**config.mk**
```make
export PLATFORM = sky130hd
export DESIGN_NAME = bgp_message_stream_parser_flat
export DESIGN_NICKNAME = d
export VERILOG_FILES = /design/src/rtl/bmp_pkg.sv /design/src/rtl/bmp_stream_if.sv /design/src/rtl/bmp_front.sv /design/src/rtl/bmp_queue.sv /design/src/rtl/bmp_back.sv /design/src/rtl/bgp_message_stream_parser.sv /design/src/flat_wrapper.sv
export SDC_FILE = /design/constraint.sdc
export NUM_CORES = 1
export LEC_CHECK = 0
export CAP_MARGIN = 10
export CORE_MARGIN = 2
export CORE_UTILIZATION = 60
export DETAILED_ROUTE_END_ITERATION = 7
export DONT_BUFFER_PORTS = 1
export PLACE_DENSITY = 0.76
export SLEW_MARGIN = 20
export SYNTH_ARGS = -nofsm -noshare
export SYNTH_HDL_FRONTEND = slang
export SYNTH_HIERARCHICAL = 1
export SYNTH_SLANG_ARGS = --single-unit
export TNS_END_PERCENT = 30
```
**constraint.sdc**
```tcl
create_clock -name clk -period 8.9 [get_ports clk]
set_clock_uncertainty 0.1 [all_clocks]
set_input_delay 0.89 -clock clk [delete_from_list [all_inputs] [get_ports clk]]
set_output_delay 0.89 -clock clk [all_outputs]
set_load 0.02 [all_outputs]
```
**src/rtl/bmp_pkg.sv**
```systemverilog
// shared types and constants of the bgp stream parser
// no dependencies
package bmp_pkg;
  localparam logic [2:0] ST_OK = 3'd0;
  localparam logic [2:0] ST_BAD_MARKER = 3'd1;
  localparam logic [2:0] ST_BAD_LENGTH = 3'd2;
  localparam logic [2:0] ST_TRUNCATED = 3'd3;
  localparam logic [2:0] ST_OVERRUN = 3'd4;
  localparam logic [2:0] ST_BAD_PREFIX = 3'd5;
  localparam logic [2:0] ST_IDLE_END = 3'd6;
  localparam logic [2:0] ST_BAD_VERSION = 3'd7;
  localparam logic [7:0] TYPE_OPEN = 8'd1;
  localparam logic [7:0] TYPE_UPDATE = 8'd2;
  localparam logic [7:0] TYPE_NOTIFICATION = 8'd3;
  localparam logic [15:0] HDR_LEN = 16'd19;
  localparam logic [15:0] MARKER_LEN = 16'd16;

  typedef struct packed {
    logic       req_type;
    logic [7:0] data_byte;
  } in_item_t;

  typedef struct packed {
    logic [7:0]  msg_type;
    logic [2:0]  status;
    logic [15:0] msg_length;
    logic [15:0] withdrawn_total;
    logic [15:0] path_attr_len;
    logic [15:0] announced_count;
    logic        end_of_rib;
    logic [15:0] peer_as;
    logic [15:0] hold_time;
    logic [31:0] router_id;
    logic [7:0]  error_code;
    logic [7:0]  error_subcode;
  } out_item_t;
endpackage

```
**src/rtl/bmp_stream_if.sv**
```systemverilog
// valid/ready channel interface carrying one payload
// depends on nothing
interface bmp_stream_if #(parameter type payload_t = logic) (input logic clk);
  logic     valid;
  logic     ready;
  payload_t data;
  modport source (output valid, output data, input ready);
  modport sink (input valid, input data, output ready);
endinterface

```
**src/rtl/bmp_front.sv**
```systemverilog
// front part: accepts input transfers and pushes them into the item queue, or drops them once halted
// depends on bmp_pkg
module bmp_front import bmp_pkg::*; (
  input  logic     in_valid,
  output logic     in_ready,
  input  in_item_t in_data,
  output logic     q_push,
  output in_item_t q_data,
  input  logic     q_full,
  input  logic     halted
);
  // once halted every input is swallowed
  assign in_ready = halted | ~q_full;
  assign q_push = in_valid & ~halted & ~q_full;
  assign q_data = in_data;
endmodule

```
**src/rtl/bmp_queue.sv**
```systemverilog
// two-entry item queue between front and back
// depends on bmp_pkg
module bmp_queue import bmp_pkg::*; (
  input  logic     clk,
  input  logic     rst,
  input  logic     push,
  input  in_item_t push_data,
  output logic     full,
  input  logic     pop,
  output logic     nonempty,
  output in_item_t pop_data
);
  in_item_t mem [2];
  logic wp, rp;
  logic [1:0] cnt;
  assign full = cnt == 2'd2;
  assign nonempty = cnt != 2'd0;
  assign pop_data = mem[rp];
  always_ff @(posedge clk) begin
    if (push) mem[wp] <= push_data;
    if (rst) begin
      wp <= 1'b0;
      rp <= 1'b0;
      cnt <= 2'd0;
    end else begin
      if (push) wp <= ~wp;
      if (pop) rp <= ~rp;
      cnt <= cnt + {1'b0, push} - {1'b0, pop};
    end
  end
endmodule

```
**src/rtl/bmp_back.sv**
```systemverilog
// back part: byte-wise parse state and result register
// depends on bmp_pkg
module bmp_back import bmp_pkg::*; #(
  parameter int MAX_PREFIX_BITS = 32
) (
  input  logic      clk,
  input  logic      rst,
  input  logic      q_nonempty,
  input  in_item_t  q_data,
  output logic      q_pop,
  output logic      halted,
  output logic      out_valid,
  input  logic      out_ready,
  output out_item_t out_data
);
  localparam int PBW = $clog2(MAX_PREFIX_BITS / 8 + 2);
  logic        phase;
  logic [15:0] pos, dlen, wlen, alen, wtally, ntally;
  logic [7:0]  ty;
  logic [PBW-1:0] pleft;
  logic [63:0] ofields;
  logic [2:0]  eflags;

  logic        phase_next;
  logic [15:0] pos_next, dlen_next, wlen_next, alen_next, wtally_next, ntally_next;
  logic [7:0]  ty_next;
  logic [PBW-1:0] pleft_next;
  logic [63:0] ofields_next;
  logic [2:0]  eflags_next;
  logic        halted_next, emit, clr;
  out_item_t   res;

  logic can_go;
  assign can_go = ~out_valid | out_ready;
  assign q_pop = q_nonempty & can_go & ~halted;

  function automatic out_item_t build(logic [2:0] st, logic ht, logic hl,
      logic [7:0] t, logic [15:0] l, logic [15:0] wt, logic [15:0] al,
      logic [15:0] nt, logic [63:0] of);
    out_item_t r;
    r = '0;
    r.status = st;
    if (hl) r.msg_length = l;
    if (ht) begin
      r.msg_type = t;
      if (t == TYPE_UPDATE) begin
        r.withdrawn_total = wt;
        r.path_attr_len = al;
        r.announced_count = nt;
        r.end_of_rib = hl && l == 16'd23;
      end else if (t == TYPE_OPEN) begin
        r.peer_as = of[63:48];
        r.hold_time = of[47:32];
        r.router_id = of[31:0];
      end else if (t == TYPE_NOTIFICATION) begin
        r.error_code = of[15:8];
        r.error_subcode = of[7:0];
      end
    end
    return r;
  endfunction

  always_comb begin
    logic [7:0]  b;
    logic [16:0] off, pl, wrl, tpal;
    logic [2:0]  ef;
    logic [15:0] wt, nt;
    logic [PBW-1:0] pbl;
    b = q_data.data_byte;
    phase_next = phase; pos_next = pos; dlen_next = dlen; wlen_next = wlen;
    alen_next = alen; wtally_next = wtally; ntally_next = ntally; ty_next = ty;
    pleft_next = pleft; ofields_next = ofields; eflags_next = eflags;
    halted_next = halted; emit = 1'b0; clr = 1'b0; res = '0;
    ef = '0; wt = wtally; nt = ntally; pbl = pleft;
    off = {1'b0, pos} - {1'b0, HDR_LEN};
    pl = {1'b0, dlen} - {1'b0, HDR_LEN};
    wrl = {1'b0, wlen};
    tpal = {1'b0, alen};
    if (q_data.req_type) begin
      emit = 1'b1; clr = 1'b1;
      if (!phase && pos == 16'd0) res = build(ST_IDLE_END, 1'b0, 1'b0, ty, dlen, '0, '0, '0, '0);
      else res = build(ST_TRUNCATED, phase, phase, ty, dlen, wtally, alen, ntally, ofields);
    end else if (!phase) begin
      pos_next = pos + 16'd1;
      if (pos < MARKER_LEN) begin
        if (b != 8'hFF) begin
          emit = 1'b1; clr = 1'b1; halted_next = 1'b1;
          res = build(ST_BAD_MARKER, 1'b0, 1'b0, ty, dlen, '0, '0, '0, '0);
        end
      end else if (pos == 16'd16) dlen_next = {b, 8'd0};
      else if (pos == 16'd17) dlen_next = {dlen[15:8], b};
      else begin
        ty_next = b;
        if (dlen < HDR_LEN) begin
          emit = 1'b1; clr = 1'b1;
          res = build(ST_BAD_LENGTH, 1'b1, 1'b1, b, dlen, '0, '0, '0, '0);
        end else if (dlen == HDR_LEN) begin
          ef = 3'd0;
          if (b == TYPE_UPDATE || b == TYPE_OPEN || b == TYPE_NOTIFICATION)
            ef = ST_OVERRUN;
          emit = 1'b1; clr = 1'b1;
          res = build(ef, 1'b1, 1'b1, b, dlen, '0, '0, '0, '0);
        end else phase_next = 1'b1;
      end
    end else begin
      ef = eflags; wt = wtally; nt = ntally; pbl = pleft;
      if (ef == 3'd0) begin
        if (ty == TYPE_UPDATE) begin
          if (off == 17'd0) wlen_next = {b, 8'd0};
          else if (off == 17'd1) begin
            wlen_next = {wlen[15:8], b};
            if ({1'b0, wlen[15:8], b} + 17'd4 > pl) ef = ST_OVERRUN;
          end else if (off < wrl + 17'd2 || off >= wrl + tpal + 17'd4 && off > wrl + 17'd3) begin
            if (pbl != '0) pbl = pbl - 1'b1;
            else begin
              if (off < wrl + 17'd2) wt = wt + 16'd1; else nt = nt + 16'd1;
              if (32'(b) > MAX_PREFIX_BITS) ef = ST_BAD_PREFIX;
              else pbl = PBW'((9'(b) + 9'd7) >> 3);
            end
          end else if (off == wrl + 17'd2) begin
            if (pbl != '0) ef = ST_BAD_PREFIX;
            alen_next = {b, 8'd0};
          end else if (off == wrl + 17'd3) begin
            alen_next = {alen[15:8], b};
            if ({1'b0, wrl} + {1'b0, alen[15:8], b} + 18'd4 > {1'b0, pl}) ef = ST_OVERRUN;
          end
        end else if (ty == TYPE_OPEN) begin
          if (off == 17'd0) begin
            if (b != 8'd4) ef = ST_BAD_VERSION;
          end else if (off <= 17'd8) ofields_next[(8 - off[3:0]) * 8 +: 8] = b;
          else if (off == 17'd9) begin
            if (17'd10 + 17'(b) > pl) ef = ST_OVERRUN;
          end
        end else if (ty == TYPE_NOTIFICATION) begin
          if (off == 17'd0) ofields_next[15:8] = b;
          else if (off == 17'd1) ofields_next[7:0] = b;
        end
      end
      wtally_next = wt; ntally_next = nt; pleft_next = pbl; eflags_next = ef;
      pos_next = pos + 16'd1;
      if (pos_next >= dlen) begin
        if (ty == TYPE_UPDATE) begin
          if (pl < 17'd2 && ef == 3'd0) ef = ST_OVERRUN;
          if (pbl != '0 && ef == 3'd0) ef = ST_BAD_PREFIX;
        end else if (ty == TYPE_OPEN) begin
          if (pl < 17'd10 && ef == 3'd0) ef = ST_OVERRUN;
        end else if (ty == TYPE_NOTIFICATION) begin
          if (pl < 17'd2 && ef == 3'd0) ef = ST_OVERRUN;
        end
        emit = 1'b1; clr = 1'b1;
        res = build(ef, 1'b1, 1'b1, ty, dlen, wt, alen_next, nt, ofields_next);
      end
    end
    if (clr) begin
      phase_next = 1'b0; pos_next = '0; dlen_next = '0; wlen_next = '0; alen_next = '0;
      wtally_next = '0; ntally_next = '0; ty_next = '0; pleft_next = '0;
      ofields_next = '0; eflags_next = '0;
    end
  end

  always_ff @(posedge clk) begin
    if (q_pop && emit) out_data <= res;
    if (rst) begin
      phase <= 1'b0; pos <= '0; dlen <= '0; wlen <= '0; alen <= '0; wtally <= '0;
      ntally <= '0; ty <= '0; pleft <= '0; ofields <= '0; eflags <= '0;
      halted <= 1'b0; out_valid <= 1'b0;
    end else begin
      if (out_ready) out_valid <= 1'b0;
      if (q_pop) begin
        phase <= phase_next; pos <= pos_next; dlen <= dlen_next; wlen <= wlen_next;
        alen <= alen_next; wtally <= wtally_next; ntally <= ntally_next; ty <= ty_next;
        pleft <= pleft_next; ofields <= ofields_next; eflags <= eflags_next;
        halted <= halted_next;
        if (emit) out_valid <= 1'b1;
      end
    end
  end
endmodule

```
**src/rtl/bgp_message_stream_parser.sv**
```systemverilog
// BGP byte stream parser: usage
// channel in: one transfer per stream byte (req_type 0) or end of stream
//   (req_type 1); channel out: one summary transfer per finished message and per end of stream.
// throughput: one input transfer per cycle sustained while out is not held;
//   the back part handles one queued byte per cycle with its running counters.
// output: the byte ending the message is first written into the queue; out.valid
//   rises at the edge that pops it from the queue into the result register.
// reset: synchronous rst clears the parse state, queue and output valid.
// stall: while out is held, the result register keeps its item, the back
//   part stops, the two-entry queue fills and then in_ready drops.
// a bad marker gives one result and halts the block; afterwards every
//   input transfer is accepted and dropped until reset.
// MAX_PREFIX_BITS sets the largest prefix length accepted (32 to 128).
module bgp_message_stream_parser import bmp_pkg::*; #(
  parameter int MAX_PREFIX_BITS = 32
) (
  input logic clk,
  input logic rst,
  bmp_stream_if.sink   in,
  bmp_stream_if.source out
);
  logic q_push, q_full, q_pop, q_ne, halted;
  in_item_t q_in, q_out;
  out_item_t od;
  bmp_front u_front (.in_valid(in.valid), .in_ready(in.ready),
    .in_data(in.data), .q_push, .q_data(q_in), .q_full, .halted);
  bmp_queue u_queue (.clk, .rst, .push(q_push), .push_data(q_in), .full(q_full),
    .pop(q_pop), .nonempty(q_ne), .pop_data(q_out));
  bmp_back #(.MAX_PREFIX_BITS(MAX_PREFIX_BITS)) u_back (.clk, .rst,
    .q_nonempty(q_ne), .q_data(q_out), .q_pop, .halted, .out_valid(out.valid),
    .out_ready(out.ready), .out_data(od));
  assign out.data = od;
endmodule

```
**src/flat_wrapper.sv**
```systemverilog
// flat-port wrapper written by rule: the top's interface ports become plain ports
module bgp_message_stream_parser_flat import bmp_pkg::*;
#(
  parameter int MAX_PREFIX_BITS = 32
)
  (clk, rst, in_valid, in_data, in_ready, out_valid, out_data, out_ready);
  bmp_stream_if in_i (.clk(clk));
  bmp_stream_if out_i (.clk(clk));
  input logic clk;
  input logic rst;
  input wire logic [$bits(in_i.valid)-1:0] in_valid;
  input wire logic [$bits(in_i.data)-1:0] in_data;
  output wire logic [$bits(in_i.ready)-1:0] in_ready;
  output wire logic [$bits(out_i.valid)-1:0] out_valid;
  output wire logic [$bits(out_i.data)-1:0] out_data;
  input wire logic [$bits(out_i.ready)-1:0] out_ready;
  assign in_i.valid = in_valid;
  assign in_i.data = in_data;
  assign in_ready = in_i.ready;
  assign out_valid = out_i.valid;
  assign out_data = out_i.data;
  assign out_i.ready = out_ready;
  bgp_message_stream_parser #(.MAX_PREFIX_BITS(MAX_PREFIX_BITS)) u_core (.clk(clk), .rst(rst), .in(in_i), .out(out_i));
endmodule
```
==> impl_metrics.json <==
{
  "run_status": "finished clean",
  "flow.area_growth_from_synthesis_pct": 2.700,
  "yosys_warnings": 6,
  "drcViolationCount": 0,
  "worst_setup_path_start_kind": "flop",
  "die_area_um2": 19320,
  "power_density_nw_per_um2": 136.2,
  "numClockSinks": 106,
  "slew_headroom_pct": 38.66,
  "post_drt_via_cell_ratio": 6.556,
  "endpoint_kind": "flop",
  "dpl_worst_slack_ns": 2.979,
  "clock_tree.buffer_depth": 2,
  "dp.cells": 1534,
  "min_period_over_period_pct": 67.96,
  "grt_first_pass_wirelength_um": 50720,
  "path_max_fanout": 8,
  "worst_setup_hold_path_clk_slew_ns": 0.08,
  "layout-drive-gt1-share_pct": 3.709,
  "gr_overflow_total": 0,
  "totalWireLength_um": 32110,
  "place_congestion": 1.006,
  "post_drt_wl_per_cell_um": 20.72,
  "number_of_instances_in_the_synthesized_netlist": 1384,
  "syn_avg_cell_area_um2": 7.901,
  "fin_ws_ns": 2.851,
  "cap_violations": 0,
  "largest_net_degree_at_the_start_of_global_routing": 77,
  "grt_pass1_vias": 9575,
  "crit_slowest_cell": "sky130_fd_sc_hd__a2111oi_1",
  "timing_max_transition_violations_final": 0,
  "max_stage_delay_ns": 0.84,
  "placeableCoreArea_um2": 17900,
  "ctsResizeCount": 0,
  "cts_setup_buffers": 0,
  "period_needed_ns": 6.049,
  "vias": 10160,
  "criticalPathCategory": "flop to flop",
  "die_h_um": 139.0,
  "hold_depth": 2,
  "cp.arrival_ns": 6.24,
  "critical_path_required_ns": 9.09,
  "insertion_delay_of_the_later_clocked_pin_in_the_worst_skew_pair_ns": 0.36,
  "hold_class": "flop to flop",
  "setup_viol": 0,
  "unrepaired_setup_endpoints_after_global_routing": "no",
  "drt-pass1-iter-count": 6,
  "cellLeakagePower_uw": 0.004786,
  "placed_wire_length_estimate_after_detailed_placement_um": 24890,
  "start_util_pct": 61.08,
  "gr-usage-all-layers_pct": 32.67,
  "tightest_slew_ns": 0.9179,
  "hold_ws_ns": 0.3530,
  "num_antenna_cells": 0,
  "cts_hold_buffers": 0,
  "die_outline_width_um": 139.0,
  "ir_worst_vdd_mv": 0.1820,
  "final_cells": 1550,
  "net_total_in_the_final_layout": 1504,
  "tritoncts_clock_tree": "done",
  "worstReg2RegStart": "u_core/u_back/wlen[2]",
  "floorplan.io_pins": 8,
  "detail_route.iter0.violations": 1273,
  "timing.reg2reg.worst_path_depth": 23,
  "netlist_area_before_placement_um2": 10940,
  "rows": 49,
  "timing.critical_path.cells": "inv_1 > ha_1 > inv_1 > ha_1 > a21o_1 > a21oi_1 > o21ai_0 > a21oi_1 > o21ai_0 > a41oi_1 > nor2b_1 > nand2b_1 > nand2_1 > xnor2_1 > ha_1 > nand3_1 > a2111oi_1 > o21ai_1 > o21ai_0 > nand2b_1 > o21ai_1 > a21oi_1 > a22o_1",
  "drtAntennaViolNets": 0,
  "min-delay-start": "u_core/u_back/ty[4]",
  "port_buf_inserts": 0,
  "achievable-frequency_ghz": 0.1653,
  "grt_antenna_before_repair": 0,
  "clockRootBuffer": "sky130_fd_sc_hd__clkbuf_16",
  "reg2reg_setup_slack_ns": 2.85,
  "cts_buffers": 9,
  "final_hold_violations": 0,
  "fin_tns_setup_ns": 0,
  "number_of_h_tree_levels": 3,
  "timing.rr.end": "u_core/u_back/alen[6]",
  "timing.hold.worst_endpoint": "u_core/u_back/ty[4]"
}
cell type report:
cell class              count  area, um^2
repair buffers             11       82.58
clock buffers               9       225.2
inverters                  66       247.7
clock inverters             7       88.84
fillers                  1614        6671
multi-input cells        1122        7988
well taps                 229       286.5
flip-flops and latches    106        2312
layer usage:
metal | wire, um | track usage, % | vias up | share of wire (%)
li1 | - | - | 4807 | -
met1 | 13330 | 43.43 | 4729 | 42
met2 | 14520 | 54.16 | 530 | 45
met3 | 2952 | 3.867 | 96 | 9.2
met4 | 1315 | 13.18 | 0 | 4.1
met5 | 0 | 0 | - | 0
power breakdown:
group          switching, uW  leakage [uW]  internal [uW]
registers               20.4      0.000879            521
clock network            213      0.000153            204
logic                    377       0.00375            194
metrics by stage:
step | utilization, % | instance area (um^2) | total power [uW]
global route | 62.73 | 11230 | 1608
floorplan | - | 10960 | 965.4
global placement | 60.97 | 10920 | 1096
CTS | 62.73 | 11230 | 1518
detailed placement | 60.98 | 10920 | 1104
finish | 62.73 | 11230 | 1530
sequential cells by signal, indices dropped and copies added (netlist names), named ones only:
register,cells
u_core/u_queue/mem,18
u_core/u_back/alen,16
u_core/u_back/dlen,16
u_core/u_back/pos,16
u_core/u_back/wlen,16
u_core/u_back/ty,8
u_core/u_back/eflags,3
u_core/u_back/pleft,3
u_core/u_queue/cnt,2
u_core/u_back/halted,1
u_core/u_back/ofields,1
u_core/u_back/out_data,1
u_core/u_back/out_valid,1
u_core/u_back/phase,1
u_core/u_queue/rp,1
u_core/u_queue/wp,1
cell usage in the layout, fill, tap and decap left out, types with 23 or more instances in the layout:
cell,count
sky130_fd_sc_hd__a21oi_1,91
sky130_fd_sc_hd__and3_1,23
sky130_fd_sc_hd__dfxtp_1,87
sky130_fd_sc_hd__ha_1,181
sky130_fd_sc_hd__inv_1,61
sky130_fd_sc_hd__nand2_1,121
sky130_fd_sc_hd__nand2b_1,29
sky130_fd_sc_hd__nand3_1,58
sky130_fd_sc_hd__nand4_1,24
sky130_fd_sc_hd__nor2_1,97
sky130_fd_sc_hd__nor3_1,36
sky130_fd_sc_hd__o21ai_0,73
sky130_fd_sc_hd__xnor2_1,68
sky130_fd_sc_hd__xor2_1,47
worst max-delay path, delay by kind of cell, from the launching register on:
kind / cells / cell delay, ns
AO/OA/AOI/OAI: 12 / 3.45
flip-flops: 1 / 0.48
adder cells (fa/ha/maj): 3 / 0.97
buffers and inverters: 2 / 0.25
XOR/XNOR: 1 / 0.15
AND/OR/NAND/NOR: 5 / 0.61
worst max path at each step:
stage                                     start                 endpoint  slack (ns)  cells after the start
after floorplan                            flop  u_core/u_back/eflags[2]        3.95                     26
after global placement    u_core/u_back/wlen[3]    u_core/u_back/alen[3]        2.93                     21
after detailed placement  u_core/u_back/wlen[2]    u_core/u_back/alen[6]        2.98                     23
after CTS                 u_core/u_back/wlen[2]    u_core/u_back/alen[6]        2.94                     23
after global routing      u_core/u_back/wlen[2]    u_core/u_back/alen[4]        2.37                     23
final                     u_core/u_back/wlen[2]    u_core/u_back/alen[6]        2.85                     23
(Power assumes the default switching activity.)
